**src/design/pcsi_pkg.sv**
```systemverilog
// Shared types, widths and helper functions for the point comparison step interpolator.
// Used by every module of the block; depends on nothing else.
`timescale 1ns / 1ps
`default_nettype none

package pcsi_pkg;

  localparam int COORD_BITS = 24;
  localparam int DISP_BITS  = COORD_BITS + 1;
  localparam int RAD_BITS   = COORD_BITS - 1;
  localparam int REM_BITS   = COORD_BITS + 2;
  localparam int DEV_BITS   = 2 * COORD_BITS + 4;
  localparam int DELTA_BITS = COORD_BITS + 3;
  localparam int PERIM_BITS = COORD_BITS + 4;
  localparam int SPAN_BITS  = COORD_BITS + 6;

  localparam int IN_FIELDS_W = 6 * COORD_BITS + RAD_BITS;
  localparam int IN_DATA_W   = ((IN_FIELDS_W + 7) / 8) * 8;
  localparam int IN_USER_W   = 2;
  localparam int OUT_FIELDS_W = 4 + 2 * COORD_BITS + REM_BITS + 2;
  localparam int OUT_DATA_W   = ((OUT_FIELDS_W + 7) / 8) * 8;

  localparam int OB_STEP_X = 0;
  localparam int OB_STEP_Y = 1;
  localparam int OB_DIR_X  = 2;
  localparam int OB_DIR_Y  = 3;
  localparam int OB_POS_X  = 4;
  localparam int OB_POS_Y  = OB_POS_X + COORD_BITS;
  localparam int OB_LEFT   = OB_POS_Y + COORD_BITS;
  localparam int OB_BUSY   = OB_LEFT + REM_BITS;
  localparam int OB_MISSED = OB_BUSY + 1;

  typedef logic signed [COORD_BITS-1:0] coord_t;
  typedef logic signed [DISP_BITS-1:0]  disp_t;
  typedef logic        [RAD_BITS-1:0]   rad_t;
  typedef logic        [REM_BITS-1:0]   rem_t;
  typedef logic signed [DEV_BITS-1:0]   dev_t;
  typedef logic signed [DELTA_BITS-1:0] delta_t;
  typedef logic signed [PERIM_BITS-1:0] perim_t;
  typedef logic signed [SPAN_BITS-1:0]  span_t;

  localparam rem_t REM_MAX = '1;

  typedef enum logic [1:0] {
    CMD_LINE    = 2'd0,
    CMD_ARC_CCW = 2'd1,
    CMD_ARC_CW  = 2'd2,
    CMD_TICK    = 2'd3
  } cmd_t;

  typedef enum logic [2:0] {
    QUAD_NONE = 3'd0,
    QUAD_1    = 3'd1,
    QUAD_2    = 3'd2,
    QUAD_3    = 3'd3,
    QUAD_4    = 3'd4
  } quad_t;

  typedef struct packed {
    cmd_t   cmd;
    coord_t start_x;
    coord_t start_y;
    coord_t end_x;
    coord_t end_y;
    coord_t ctr_x;
    coord_t ctr_y;
    disp_t  disp_x;
    disp_t  disp_y;
    rem_t   line_len;
    perim_t perim_s;
    perim_t perim_e;
    span_t  rad8;
  } req_t;

  typedef struct packed {
    logic   step_x;
    logic   step_y;
    logic   dir_x;
    logic   dir_y;
    coord_t pos_x;
    coord_t pos_y;
    rem_t   steps_left;
    logic   busy;
    logic   missed;
  } result_t;

  // Quadrant with the axes assigned for counter-clockwise travel and for lines.
  function automatic quad_t quad_ccw(disp_t u, disp_t v);
    quad_t q;
    if (u > 0 && v >= 0) begin
      q = QUAD_1;
    end else if (u <= 0 && v > 0) begin
      q = QUAD_2;
    end else if (u < 0 && v <= 0) begin
      q = QUAD_3;
    end else if (u >= 0 && v < 0) begin
      q = QUAD_4;
    end else begin
      q = QUAD_NONE;
    end
    return q;
  endfunction

  // Quadrant with the axes assigned for clockwise travel.
  function automatic quad_t quad_cw(disp_t u, disp_t v);
    quad_t q;
    if (u >= 0 && v > 0) begin
      q = QUAD_1;
    end else if (u < 0 && v >= 0) begin
      q = QUAD_2;
    end else if (u <= 0 && v < 0) begin
      q = QUAD_3;
    end else if (u > 0 && v <= 0) begin
      q = QUAD_4;
    end else begin
      q = QUAD_NONE;
    end
    return q;
  endfunction

  // Position of (u, v) along the quadrant perimeter map of radius r.
  function automatic perim_t perim(disp_t u, disp_t v, rad_t r, logic cw);
    perim_t pu;
    perim_t pv;
    perim_t r1;
    perim_t r3;
    perim_t r5;
    perim_t r7;
    perim_t p;
    pu = perim_t'(u);
    pv = perim_t'(v);
    r1 = perim_t'(r);
    r3 = (r1 <<< 1) + r1;
    r5 = (r1 <<< 2) + r1;
    r7 = (r1 <<< 3) - r1;
    p  = '0;
    if (!cw) begin
      unique case (quad_ccw(u, v))
        QUAD_1:  p = r1 - pu + pv;
        QUAD_2:  p = r3 - pu - pv;
        QUAD_3:  p = r5 + pu - pv;
        QUAD_4:  p = r7 + pu + pv;
        default: p = '0;
      endcase
    end else begin
      unique case (quad_cw(u, v))
        QUAD_1:  p = r7 + pu - pv;
        QUAD_2:  p = r5 + pu + pv;
        QUAD_3:  p = r3 - pu + pv;
        QUAD_4:  p = r1 - pu - pv;
        default: p = '0;
      endcase
    end
    return p;
  endfunction

endpackage

`default_nettype wire

```
**src/design/pcsi_load_prep.sv**
```systemverilog
// Request decode ahead of the input register: displacement, line length and arc perimeters.
// Depends on pcsi_pkg for types and the quadrant and perimeter functions.
`timescale 1ns / 1ps
`default_nettype none

module pcsi_load_prep (
  input  pcsi_pkg::cmd_t   cmd,
  input  pcsi_pkg::coord_t start_x,
  input  pcsi_pkg::coord_t start_y,
  input  pcsi_pkg::coord_t end_x,
  input  pcsi_pkg::coord_t end_y,
  input  pcsi_pkg::coord_t center_x,
  input  pcsi_pkg::coord_t center_y,
  input  pcsi_pkg::rad_t   radius,
  output pcsi_pkg::req_t   req
);
  import pcsi_pkg::*;

  disp_t dx;
  disp_t dy;
  disp_t su;
  disp_t sv;
  disp_t eu;
  disp_t ev;
  logic [DISP_BITS-1:0] ax;
  logic [DISP_BITS-1:0] ay;
  logic cw;

  always_comb begin
    dx = disp_t'(end_x) - disp_t'(start_x);
    dy = disp_t'(end_y) - disp_t'(start_y);
    su = disp_t'(start_x) - disp_t'(center_x);
    sv = disp_t'(start_y) - disp_t'(center_y);
    eu = disp_t'(end_x) - disp_t'(center_x);
    ev = disp_t'(end_y) - disp_t'(center_y);
    ax = dx[DISP_BITS-1] ? DISP_BITS'(-dx) : DISP_BITS'(dx);
    ay = dy[DISP_BITS-1] ? DISP_BITS'(-dy) : DISP_BITS'(dy);
    cw = (cmd == CMD_ARC_CW);

    req.cmd      = cmd;
    req.start_x  = start_x;
    req.start_y  = start_y;
    req.end_x    = end_x;
    req.end_y    = end_y;
    req.ctr_x    = center_x;
    req.ctr_y    = center_y;
    req.disp_x   = dx;
    req.disp_y   = dy;
    req.line_len = rem_t'(ax) + rem_t'(ay);
    req.perim_s  = perim(su, sv, radius, cw);
    req.perim_e  = perim(eu, ev, radius, cw);
    req.rad8     = span_t'(radius) <<< 3;
  end

endmodule

`default_nettype wire

```
**src/design/pcsi_step_core.sv**
```systemverilog
// Move state and the per-request step decision: load setup, line and arc comparison steps.
// Depends on pcsi_pkg for types, widths and the quadrant functions.
`timescale 1ns / 1ps
`default_nettype none

module pcsi_step_core (
  input  logic              clk,
  input  logic              rst_n,
  input  logic              step_en,
  input  pcsi_pkg::req_t    req,
  output pcsi_pkg::result_t res
);
  import pcsi_pkg::*;

  coord_t cur_x_r, cur_x_nxt;
  coord_t cur_y_r, cur_y_nxt;
  dev_t   dev_r, dev_nxt;
  rem_t   rem_r, rem_nxt;
  cmd_t   kind_r, kind_nxt;
  disp_t  disp_x_r, disp_x_nxt;
  disp_t  disp_y_r, disp_y_nxt;
  coord_t tgt_x_r, tgt_x_nxt;
  coord_t tgt_y_r, tgt_y_nxt;
  coord_t ctr_x_r, ctr_x_nxt;
  coord_t ctr_y_r, ctr_y_nxt;
  logic   active_r, active_nxt;

  logic   sx;
  logic   sy;
  logic   xp;
  logic   yp;
  logic   neg;
  disp_t  u;
  disp_t  v;
  quad_t  q;
  delta_t delta;
  delta_t two_u;
  delta_t two_v;
  span_t  span;

  always_comb begin
    cur_x_nxt  = cur_x_r;
    cur_y_nxt  = cur_y_r;
    dev_nxt    = dev_r;
    rem_nxt    = rem_r;
    kind_nxt   = kind_r;
    disp_x_nxt = disp_x_r;
    disp_y_nxt = disp_y_r;
    tgt_x_nxt  = tgt_x_r;
    tgt_y_nxt  = tgt_y_r;
    ctr_x_nxt  = ctr_x_r;
    ctr_y_nxt  = ctr_y_r;
    active_nxt = active_r;
    sx    = 1'b0;
    sy    = 1'b0;
    xp    = 1'b0;
    yp    = 1'b0;
    delta = '0;
    neg   = dev_r[DEV_BITS-1];
    u     = disp_t'(cur_x_r) - disp_t'(ctr_x_r);
    v     = disp_t'(cur_y_r) - disp_t'(ctr_y_r);
    two_u = delta_t'(u) <<< 1;
    two_v = delta_t'(v) <<< 1;
    q     = (kind_r == CMD_ARC_CW) ? quad_cw(u, v) : quad_ccw(u, v);

    if (req.perim_e >= req.perim_s) begin
      span = span_t'(req.perim_e) - span_t'(req.perim_s);
    end else begin
      span = req.rad8 - span_t'(req.perim_s) + span_t'(req.perim_e);
    end

    if (step_en) begin
      if (req.cmd != CMD_TICK) begin
        cur_x_nxt  = req.start_x;
        cur_y_nxt  = req.start_y;
        tgt_x_nxt  = req.end_x;
        tgt_y_nxt  = req.end_y;
        ctr_x_nxt  = req.ctr_x;
        ctr_y_nxt  = req.ctr_y;
        disp_x_nxt = req.disp_x;
        disp_y_nxt = req.disp_y;
        dev_nxt    = '0;
        kind_nxt   = req.cmd;
        if (req.cmd == CMD_LINE) begin
          rem_nxt = req.line_len;
        end else if (span[SPAN_BITS-1]) begin
          rem_nxt = '0;
        end else if (span > span_t'(REM_MAX)) begin
          rem_nxt = REM_MAX;
        end else begin
          rem_nxt = span[REM_BITS-1:0];
        end
        active_nxt = (rem_nxt != '0);
      end else if (active_r) begin
        if (kind_r == CMD_LINE) begin
          unique case (quad_ccw(disp_x_r, disp_y_r))
            QUAD_1: begin
              if (!neg) begin
                sx = 1'b1; xp = 1'b1; delta = -delta_t'(disp_y_r);
              end else begin
                sy = 1'b1; yp = 1'b1; delta = delta_t'(disp_x_r);
              end
            end
            QUAD_2: begin
              if (neg) begin
                sx = 1'b1; delta = delta_t'(disp_y_r);
              end else begin
                sy = 1'b1; yp = 1'b1; delta = delta_t'(disp_x_r);
              end
            end
            QUAD_3: begin
              if (neg) begin
                sy = 1'b1; delta = -delta_t'(disp_x_r);
              end else begin
                sx = 1'b1; delta = delta_t'(disp_y_r);
              end
            end
            QUAD_4: begin
              if (!neg) begin
                sy = 1'b1; delta = -delta_t'(disp_x_r);
              end else begin
                sx = 1'b1; xp = 1'b1; delta = -delta_t'(disp_y_r);
              end
            end
            default: begin
            end
          endcase
        end else begin
          if (kind_r == CMD_ARC_CW) begin
            unique case (q)
              QUAD_1: begin
                if (neg) begin sx = 1'b1; xp = 1'b1; end else begin sy = 1'b1; end
              end
              QUAD_2: begin
                if (neg) begin sy = 1'b1; yp = 1'b1; end else begin sx = 1'b1; xp = 1'b1; end
              end
              QUAD_3: begin
                if (neg) begin sx = 1'b1; end else begin sy = 1'b1; yp = 1'b1; end
              end
              QUAD_4: begin
                if (neg) begin sy = 1'b1; end else begin sx = 1'b1; end
              end
              default: begin
              end
            endcase
          end else begin
            unique case (q)
              QUAD_1: begin
                if (neg) begin sy = 1'b1; yp = 1'b1; end else begin sx = 1'b1; end
              end
              QUAD_2: begin
                if (neg) begin sx = 1'b1; end else begin sy = 1'b1; end
              end
              QUAD_3: begin
                if (neg) begin sy = 1'b1; end else begin sx = 1'b1; xp = 1'b1; end
              end
              QUAD_4: begin
                if (neg) begin sx = 1'b1; xp = 1'b1; end else begin sy = 1'b1; yp = 1'b1; end
              end
              default: begin
              end
            endcase
          end
          if (sx) begin
            delta = xp ? (two_u + delta_t'(1)) : (delta_t'(1) - two_u);
          end else if (sy) begin
            delta = yp ? (two_v + delta_t'(1)) : (delta_t'(1) - two_v);
          end
        end

        dev_nxt = dev_r + dev_t'(delta);
        if (sx) begin
          cur_x_nxt = xp ? (cur_x_r + coord_t'(1)) : (cur_x_r - coord_t'(1));
        end
        if (sy) begin
          cur_y_nxt = yp ? (cur_y_r + coord_t'(1)) : (cur_y_r - coord_t'(1));
        end
        rem_nxt = rem_r - rem_t'(1);
        if (kind_r != CMD_LINE && cur_x_nxt == tgt_x_r && cur_y_nxt == tgt_y_r) begin
          rem_nxt = '0;
        end
        active_nxt = (rem_nxt != '0);
      end
    end

    res.step_x     = sx;
    res.step_y     = sy;
    res.dir_x      = sx & xp;
    res.dir_y      = sy & yp;
    res.pos_x      = cur_x_nxt;
    res.pos_y      = cur_y_nxt;
    res.steps_left = rem_nxt;
    res.busy       = active_nxt;
    res.missed     = !active_nxt && (cur_x_nxt != tgt_x_nxt || cur_y_nxt != tgt_y_nxt);
  end

  always_ff @(posedge clk) begin
    if (!rst_n) begin
      cur_x_r  <= '0;
      cur_y_r  <= '0;
      dev_r    <= '0;
      rem_r    <= '0;
      kind_r   <= CMD_LINE;
      disp_x_r <= '0;
      disp_y_r <= '0;
      tgt_x_r  <= '0;
      tgt_y_r  <= '0;
      ctr_x_r  <= '0;
      ctr_y_r  <= '0;
      active_r <= 1'b0;
    end else begin
      cur_x_r  <= cur_x_nxt;
      cur_y_r  <= cur_y_nxt;
      dev_r    <= dev_nxt;
      rem_r    <= rem_nxt;
      kind_r   <= kind_nxt;
      disp_x_r <= disp_x_nxt;
      disp_y_r <= disp_y_nxt;
      tgt_x_r  <= tgt_x_nxt;
      tgt_y_r  <= tgt_y_nxt;
      ctr_x_r  <= ctr_x_nxt;
      ctr_y_r  <= ctr_y_nxt;
      active_r <= active_nxt;
    end
  end

endmodule

`default_nettype wire

```
**src/design/point_compare_step_interpolator_unit.sv**
```systemverilog
// Top level of the two-axis point comparison step interpolator: input and result registers.
// Depends on pcsi_pkg, pcsi_load_prep and pcsi_step_core.
//
//   Channel | Ports                          | Carries
//   --------+--------------------------------+-------------------------------------------
//   in      | in_tvalid in_tready in_tdata   | one load or tick request
//           | in_tuser                       | command
//   out     | out_tvalid out_tready out_tdata| one result per request
//
// A request is registered in the input register on acceptance, and its result is registered
// in the result register when it advances, which waits while a stalled result is held.
// One request is taken each cycle while the output is not stalled.
// Reset clears the move state to an idle line at the origin and empties both registers.
// A stalled result holds in the result register while the input register takes one more
// request; further requests wait until the result is taken.
`timescale 1ns / 1ps
`default_nettype none

module point_compare_step_interpolator_unit (
  input  logic                              clk,
  input  logic                              rst_n,
  input  logic                              in_tvalid,
  output logic                              in_tready,
  // start_x, start_y, end_x, end_y, center_x, center_y, radius, zero pad
  input  logic [pcsi_pkg::IN_DATA_W-1:0]    in_tdata,
  // command
  input  logic [pcsi_pkg::IN_USER_W-1:0]    in_tuser,
  output logic                              out_tvalid,
  input  logic                              out_tready,
  // step_x, step_y, dir_x, dir_y, pos_x, pos_y, steps_left, busy_res, endpoint_missed
  output logic [pcsi_pkg::OUT_DATA_W-1:0]   out_tdata
);
  import pcsi_pkg::*;

  req_t    req;
  req_t    req_r;
  result_t res;
  result_t res_r;
  logic    req_valid_r, req_valid_nxt;
  logic    out_valid_r, out_valid_nxt;
  logic    in_fire;
  logic    advance;

  pcsi_load_prep u_prep (
    .cmd      (cmd_t'(in_tuser)),
    .start_x  (coord_t'(in_tdata[COORD_BITS-1:0])),
    .start_y  (coord_t'(in_tdata[2*COORD_BITS-1:COORD_BITS])),
    .end_x    (coord_t'(in_tdata[3*COORD_BITS-1:2*COORD_BITS])),
    .end_y    (coord_t'(in_tdata[4*COORD_BITS-1:3*COORD_BITS])),
    .center_x (coord_t'(in_tdata[5*COORD_BITS-1:4*COORD_BITS])),
    .center_y (coord_t'(in_tdata[6*COORD_BITS-1:5*COORD_BITS])),
    .radius   (rad_t'(in_tdata[IN_FIELDS_W-1:6*COORD_BITS])),
    .req      (req)
  );

  pcsi_step_core u_core (
    .clk     (clk),
    .rst_n   (rst_n),
    .step_en (advance),
    .req     (req_r),
    .res     (res)
  );

  always_comb begin
    advance       = req_valid_r && (!out_valid_r || out_tready);
    in_tready     = !req_valid_r || advance;
    in_fire       = in_tvalid && in_tready;
    req_valid_nxt = in_fire || (req_valid_r && !advance);
    out_valid_nxt = advance || (out_valid_r && !out_tready);
  end

  always_ff @(posedge clk) begin
    if (!rst_n) begin
      req_valid_r <= 1'b0;
      out_valid_r <= 1'b0;
    end else begin
      req_valid_r <= req_valid_nxt;
      out_valid_r <= out_valid_nxt;
    end
  end

  always_ff @(posedge clk) begin
    if (in_fire) begin
      req_r <= req;
    end
    if (advance) begin
      res_r <= res;
    end
  end

  assign out_tvalid = out_valid_r;
  assign out_tdata  = OUT_DATA_W'({res_r.missed, res_r.busy, res_r.steps_left,
                                   res_r.pos_y, res_r.pos_x, res_r.dir_y, res_r.dir_x,
                                   res_r.step_y, res_r.step_x});

endmodule

`default_nettype wire

```
**config.mk**
```make
export PLATFORM = sky130hd
export DESIGN_NAME = point_compare_step_interpolator_unit
export DESIGN_NICKNAME = d
export VERILOG_FILES = /design/src/design/pcsi_pkg.sv /design/src/design/pcsi_load_prep.sv /design/src/design/pcsi_step_core.sv /design/src/design/point_compare_step_interpolator_unit.sv
export SDC_FILE = /design/constraint.sdc
export NUM_CORES = 2
export LEC_CHECK = 0
export ABC_AREA = 1
export BUFFER_PORTS_ARGS = -buffer_cell sky130_fd_sc_hd__buf_2
export CORE_MARGIN = 3
export CORE_UTILIZATION = 56
export CTS_CLUSTER_DIAMETER = 30
export DETAILED_ROUTE_END_ITERATION = 6
export HOLD_SLACK_MARGIN = 0.05
export PLACE_DENSITY = 0.73
export SYNTH_ARGS = -nofsm -noshare
export SYNTH_HDL_FRONTEND = slang
export SYNTH_HIERARCHICAL = 1
export SYNTH_SLANG_ARGS = --single-unit
```
**constraint.sdc**
```tcl
create_clock -name clk -period 7.5 [get_ports clk]
set_clock_uncertainty 0.2 [all_clocks]
set_input_delay 1.125 -clock clk [delete_from_list [all_inputs] [get_ports clk]]
set_output_delay 1.125 -clock clk [all_outputs]
set_load 0.005 [all_outputs]
```
==> impl_metrics.ini, run 1 <==
[floorplan]
io-pin-count = 256
chipHeight_um = 401.6
start_util = 0.5663
die_w_um = 401.6
core.rowCount = 144

[grt]
grt_remaining_overflow = 8
grt_usage = 0.6206
grt_start_max_net_pins = 170

[status]
haltStage = global routing (5_1_grt)
status = aborted with a tool error
toolErrorMsg = [ERROR GRT-0232] Routing congestion too high. Check the congestion heatmap in the GUI.

[clock_tree]
htreeDepth = 4
cts.sinks = 665
cts_buffers = 132
clockRootBuffer = clkbuf_16
clock_path_buffers = 3
postCtsHoldBufs = 0

[yosys]
synth_cell_types = 88
ys_warn_count = 6
synth_area_um2 = 87650
synthFlopType = edfxtp_1
ys_seq_elements = 665
synthArstFlopShare = 0
syn_area_per_cell_um2 = 6.514
yosysSeqAreaShare = 0.1962
syn_inst = 13460
synth_edf_count = 388

[place]
placed_area_um2 = 108100
dp_cells = 17780
numPortBuffers = 254
place.gp.congestion = 1.150
dp_hpwl_um = 352800
## logic make-up after synthesis
logic type,Yosys count,synth area share
xor+xnor,744,0.07503
buf+inv,2499,0.1182
mux,8,0.0009136
compound gates,2967,0.1911
simple gates,5563,0.2692
other cells,1,0.00004278
flops,665,0.1962
fa+ha+maj,1009,0.1494
## stage by stage
stage / hold slack, ns / utilization / worst slack (ns) / setup TNS (ns)
floorplan: 0.2331 / - / 0.03978 / 0
global placement: 0.2455 / 0.6982 / -1.317 / -78.96
detailed placement: 0.2588 / 0.6982 / -1.402 / -97.15
CTS: 0.2675 / 0.7408 / -0.4376 / -17.29
## layer usage
| metal | overflow | global-route usage |
|---|---|---|
| met1 | 0 | 0.6306 |
| met2 | 0 | 0.8428 |
| met3 | 7 | 0.3526 |
| met4 | 0 | 0.6454 |
| met5 | 1 | 0.2037 |
## what timing repair did
item / CTS
pin swaps: 146
endpoints found under the setup margin: 92
resized for setup: 263
endpoints found under the hold margin: 0
cloned: 4
buffers inserted: 138
## synthesized netlist by cell type (20+ instances only)
library cell | number | area share
a211oi_1 | 26 | 0.0022
a21boi_0 | 32 | 0.0027
a21o_1 | 52 | 0.0045
a21oi_1 | 1331 | 0.076
a22oi_1 | 27 | 0.0023
a31oi_1 | 107 | 0.0076
buf_1 | 22 | 0.00094
buf_2 | 37 | 0.0021
buf_4 | 187 | 0.016
clkbuf_1 | 221 | 0.0095
dfxtp_1 | 277 | 0.063
edfxtp_1 | 388 | 0.13
fa_1 | 63 | 0.014
ha_1 | 946 | 0.14
inv_1 | 1959 | 0.084
inv_2 | 35 | 0.0015
nand2_1 | 3268 | 0.14
nand2_2 | 54 | 0.0039
nand3_1 | 722 | 0.041
nand3_2 | 21 | 0.0024
nand3b_1 | 70 | 0.0060
nand4_1 | 143 | 0.010
nor2_1 | 935 | 0.040
nor2_2 | 31 | 0.0022
nor3_1 | 141 | 0.0081
nor4_1 | 57 | 0.0041
o211ai_1 | 100 | 0.0086
o21a_1 | 34 | 0.0029
o21ai_0 | 841 | 0.048
o21ai_1 | 72 | 0.0041
o21bai_1 | 64 | 0.0055
o221ai_1 | 53 | 0.0053
o22ai_1 | 80 | 0.0057
o31ai_1 | 35 | 0.0030
o41ai_1 | 20 | 0.0020
or2_2 | 57 | 0.0041
xnor2_1 | 229 | 0.023
xor2_1 | 510 | 0.051
==> run 2: changes to the inputs <==
CORE_UTILIZATION = 40   (was 56)
CTS_CLUSTER_DIAMETER = not set   (was 30)
HOLD_SLACK_MARGIN = not set   (was 0.05)
PLACE_DENSITY = not set   (was 0.73)
PLACE_DENSITY_LB_ADDON = 0.15   (was not set)
clock period = 9.8 ns   (was 7.5 ns; I/O delays follow)
==> run 2 against run 1 <==
Compared with the run above:
- area after synthesis unchanged
- synthesized cell count unchanged
- the flow now finishes, with violations (DRC)
==> impl_metrics.ini, run 2 <==
[critical_path]
endpoint = req_r[83]
r2r_slack_ns = 0.81
crit_path_start_kind = input port
worst-setup-path-type = input port to register
crit_fanout = 9
worstPathRequired_ns = 9.87
reg2reg_from = u_core/cur_y_r[0]
rr_endpoint = u_core/dev_r[48]
r2r_cells = 56
crit_slowest_cell = ha_1
arrival_ns = 9.25
crit_top_cell = nand2_1
slowest_delay_ns = 0.49
crit_start = in_tdata[147]
cp-end-kind = register

[sta]
slew_headroom = 0.02877
setup_violations = 0
fin_crit_sh = 0.9362
drv_slew = 0
worst_pin_slew_ns = 1.452
period_minus_slack_ns = 9.175
fmax_ghz = 0.1090
layout_setup_ws_ns = 0.6248
rsz0062_at_grt = true
hold_viol = 0

[clock_tree]
cts_tree = done
clockRootBuffer = clkbuf_16
cts_buffers = 75
cts.sinks = 665
path_clk_slew_ns = 0.06
postCtsHoldBufs = 0
clock_path_buffers = 3
clock_latency_ns = 0.70
htreeDepth = 3

[status]
violations = DRC
status = finished, violations left

[yosys]
syn_area_per_cell_um2 = 6.514
synthTopCellsByCount = nand2_1 (3268), inv_1 (1959), a21oi_1 (1331)
ys_top_cells_by_area = nand2_1 (14%), ha_1 (14%), edfxtp_1 (13%)
syn_inst = 13460
ys_seq_elements = 665
synth_area_um2 = 87650
synth.largest_area_cell = nand2_1
post-synth-top-count-cell = nand2_1
synthArstFlopShare = 0
ys_warn_count = 6
synth_edf_count = 388
synth_top_area_frac = 0.1399
synthFlopType = edfxtp_1
yosysSeqAreaShare = 0.1962
synth_cell_types = 88

[finish]
max_flop_register = req_r
drive_gt1_frac = 0.06165
fin_util = 0.4307
fillers = 23090
area.growth.synth_to_final_pct = 6.909
final_cell_mix = nand2_1 (3264), inv_1 (1956), a21oi_1 (1330)
mostFrequentLayoutCell = nand2_1
nets = 14650
largest_reg_flops = 308

[power]
ir_drop_uv = 221.3
p_leak_nw = 46.36
cellPowerDensity_nw_per_um2 = 335.4

[floorplan]
core.rowCount = 171
start_util = 0.4028
io-pin-count = 256
dieArea_um2 = 224800
chipHeight_um = 474.1
design.core.area_um2 = 217600
die_w_um = 474.1

[route]
drt_iter0_markers = 8819
wl_um = 388300
wl_per_cell_um = 23.62
drc = 7
dr.pass1.iters = 7
vias = 91090
vias_per_cell = 5.541
antenna_left = 0

[job]
maxCapViolations = 0

[grt]
antenna_found_initial = 63
grt_start_max_net_pins = 142
grt_remaining_overflow = 0
grt_usage = 0.3316
grt_pass1_wl_um = 553800
grt_pass1_vias = 84990

[place]
place.gp.congestion = 1.037
numPortBuffers = 254
dp_hpwl_um = 329400
dp_slack_ns = 0.2639

[hold_path]
hold_class = register to register
## run 2: cell counts after synthesis
No cell type changed its count.
## run 2: layout make-up
class                   instances  area, um^2  area share
diodes                         56       140.1    0.001495
clock buffers                  95        2024     0.02160
clock inverters                42       452.9    0.004833
inverters                    2010        7565     0.08073
multi-input cells           10300       60220      0.6426
flip-flops and latches        665       17200      0.1836
well taps                    2854        3571     0.03811
repair buffers                419        2537     0.02708
## run 2: what timing repair did
item	4_1_cts	5_1_grt
setup endpoints to repair	0	12
hold endpoints to repair	0	0
resized for setup	0	17
buffers inserted	0	0
## run 2: power by group
group          switching (mW)  internal (mW)
clock network            1.28           1.64
registers               0.300           3.53
logic                    16.9           7.79
## run 2: worst min-delay path by stage
| stage | from | to | slack [ns] | cells after the start |
|---|---|---|---|---|
| 3_5_place_dp | u_core/ctr_x_r[12] | u_core/ctr_x_r[12] | 0.25 | 2 |
| 2_1_floorplan | u_core/ctr_x_r[18] | u_core/ctr_x_r[18] | 0.23 | 2 |
| 5_1_grt | u_core/ctr_x_r[8] | u_core/ctr_x_r[8] | 0.28 | 2 |
| 6_report | u_core/ctr_x_r[15] | u_core/ctr_x_r[15] | 0.26 | 2 |
| 4_1_cts | u_core/ctr_x_r[8] | u_core/ctr_x_r[8] | 0.26 | 2 |
| 3_3_place_gp | u_core/ctr_x_r[13] | u_core/ctr_x_r[13] | 0.24 | 2 |
## run 2: cells by family (layout without fill, tap and decap cells)
| family | after synthesis | after routing | share of synthesized area |
|---|---|---|---|
| simple gates | 5563 | 5563 | 0.2692 |
| buf+inv | 2499 | 2566 | 0.1182 |
| mux | 8 | 8 | 0.0009136 |
| xor+xnor | 744 | 744 | 0.07503 |
| other cells | 1 | 63 | 0.00004278 |
| fa+ha+maj | 1009 | 1009 | 0.1494 |
| flops | 665 | 665 | 0.1962 |
| compound gates | 2967 | 2967 | 0.1911 |
## run 2: stage by stage
| stage | TNS (ns) | hold slack (ns) | area [um^2] | power, mW | instances |
|---|---|---|---|---|---|
| after floorplan | 0 | 0.2331 | 87680 | 20.27 | 13460 |
| after global placement | 0 | 0.2419 | 91030 | 27.79 | 16250 |
| after detailed placement | 0 | 0.2524 | 91030 | 27.94 | 16250 |
| after CTS | 0 | 0.2595 | 93510 | 31.02 | 16380 |
| after global routing | -0.03029 | 0.2824 | 93690 | 33.94 | 16430 |
| final | 0 | 0.2555 | 93710 | 31.43 | 16440 |
## run 2: layer usage
layer,routed length [um],global-route usage,share of wire
met4,32270,0.2454,0.083
met2,177100,0.5446,0.46
met1,156700,0.4010,0.40
met3,22180,0.03520,0.057
met5,83,0,0.00021
## run 2: critical path, delay by kind of cell
kind            cells  cell delay [ns]
xor+xnor            2             0.65
buf+inv             5             0.83
simple gates       15             2.99
fa+ha+maj           3             1.21
compound gates      8             2.05
No activity file was read; power rests on OpenSTA's default activity.
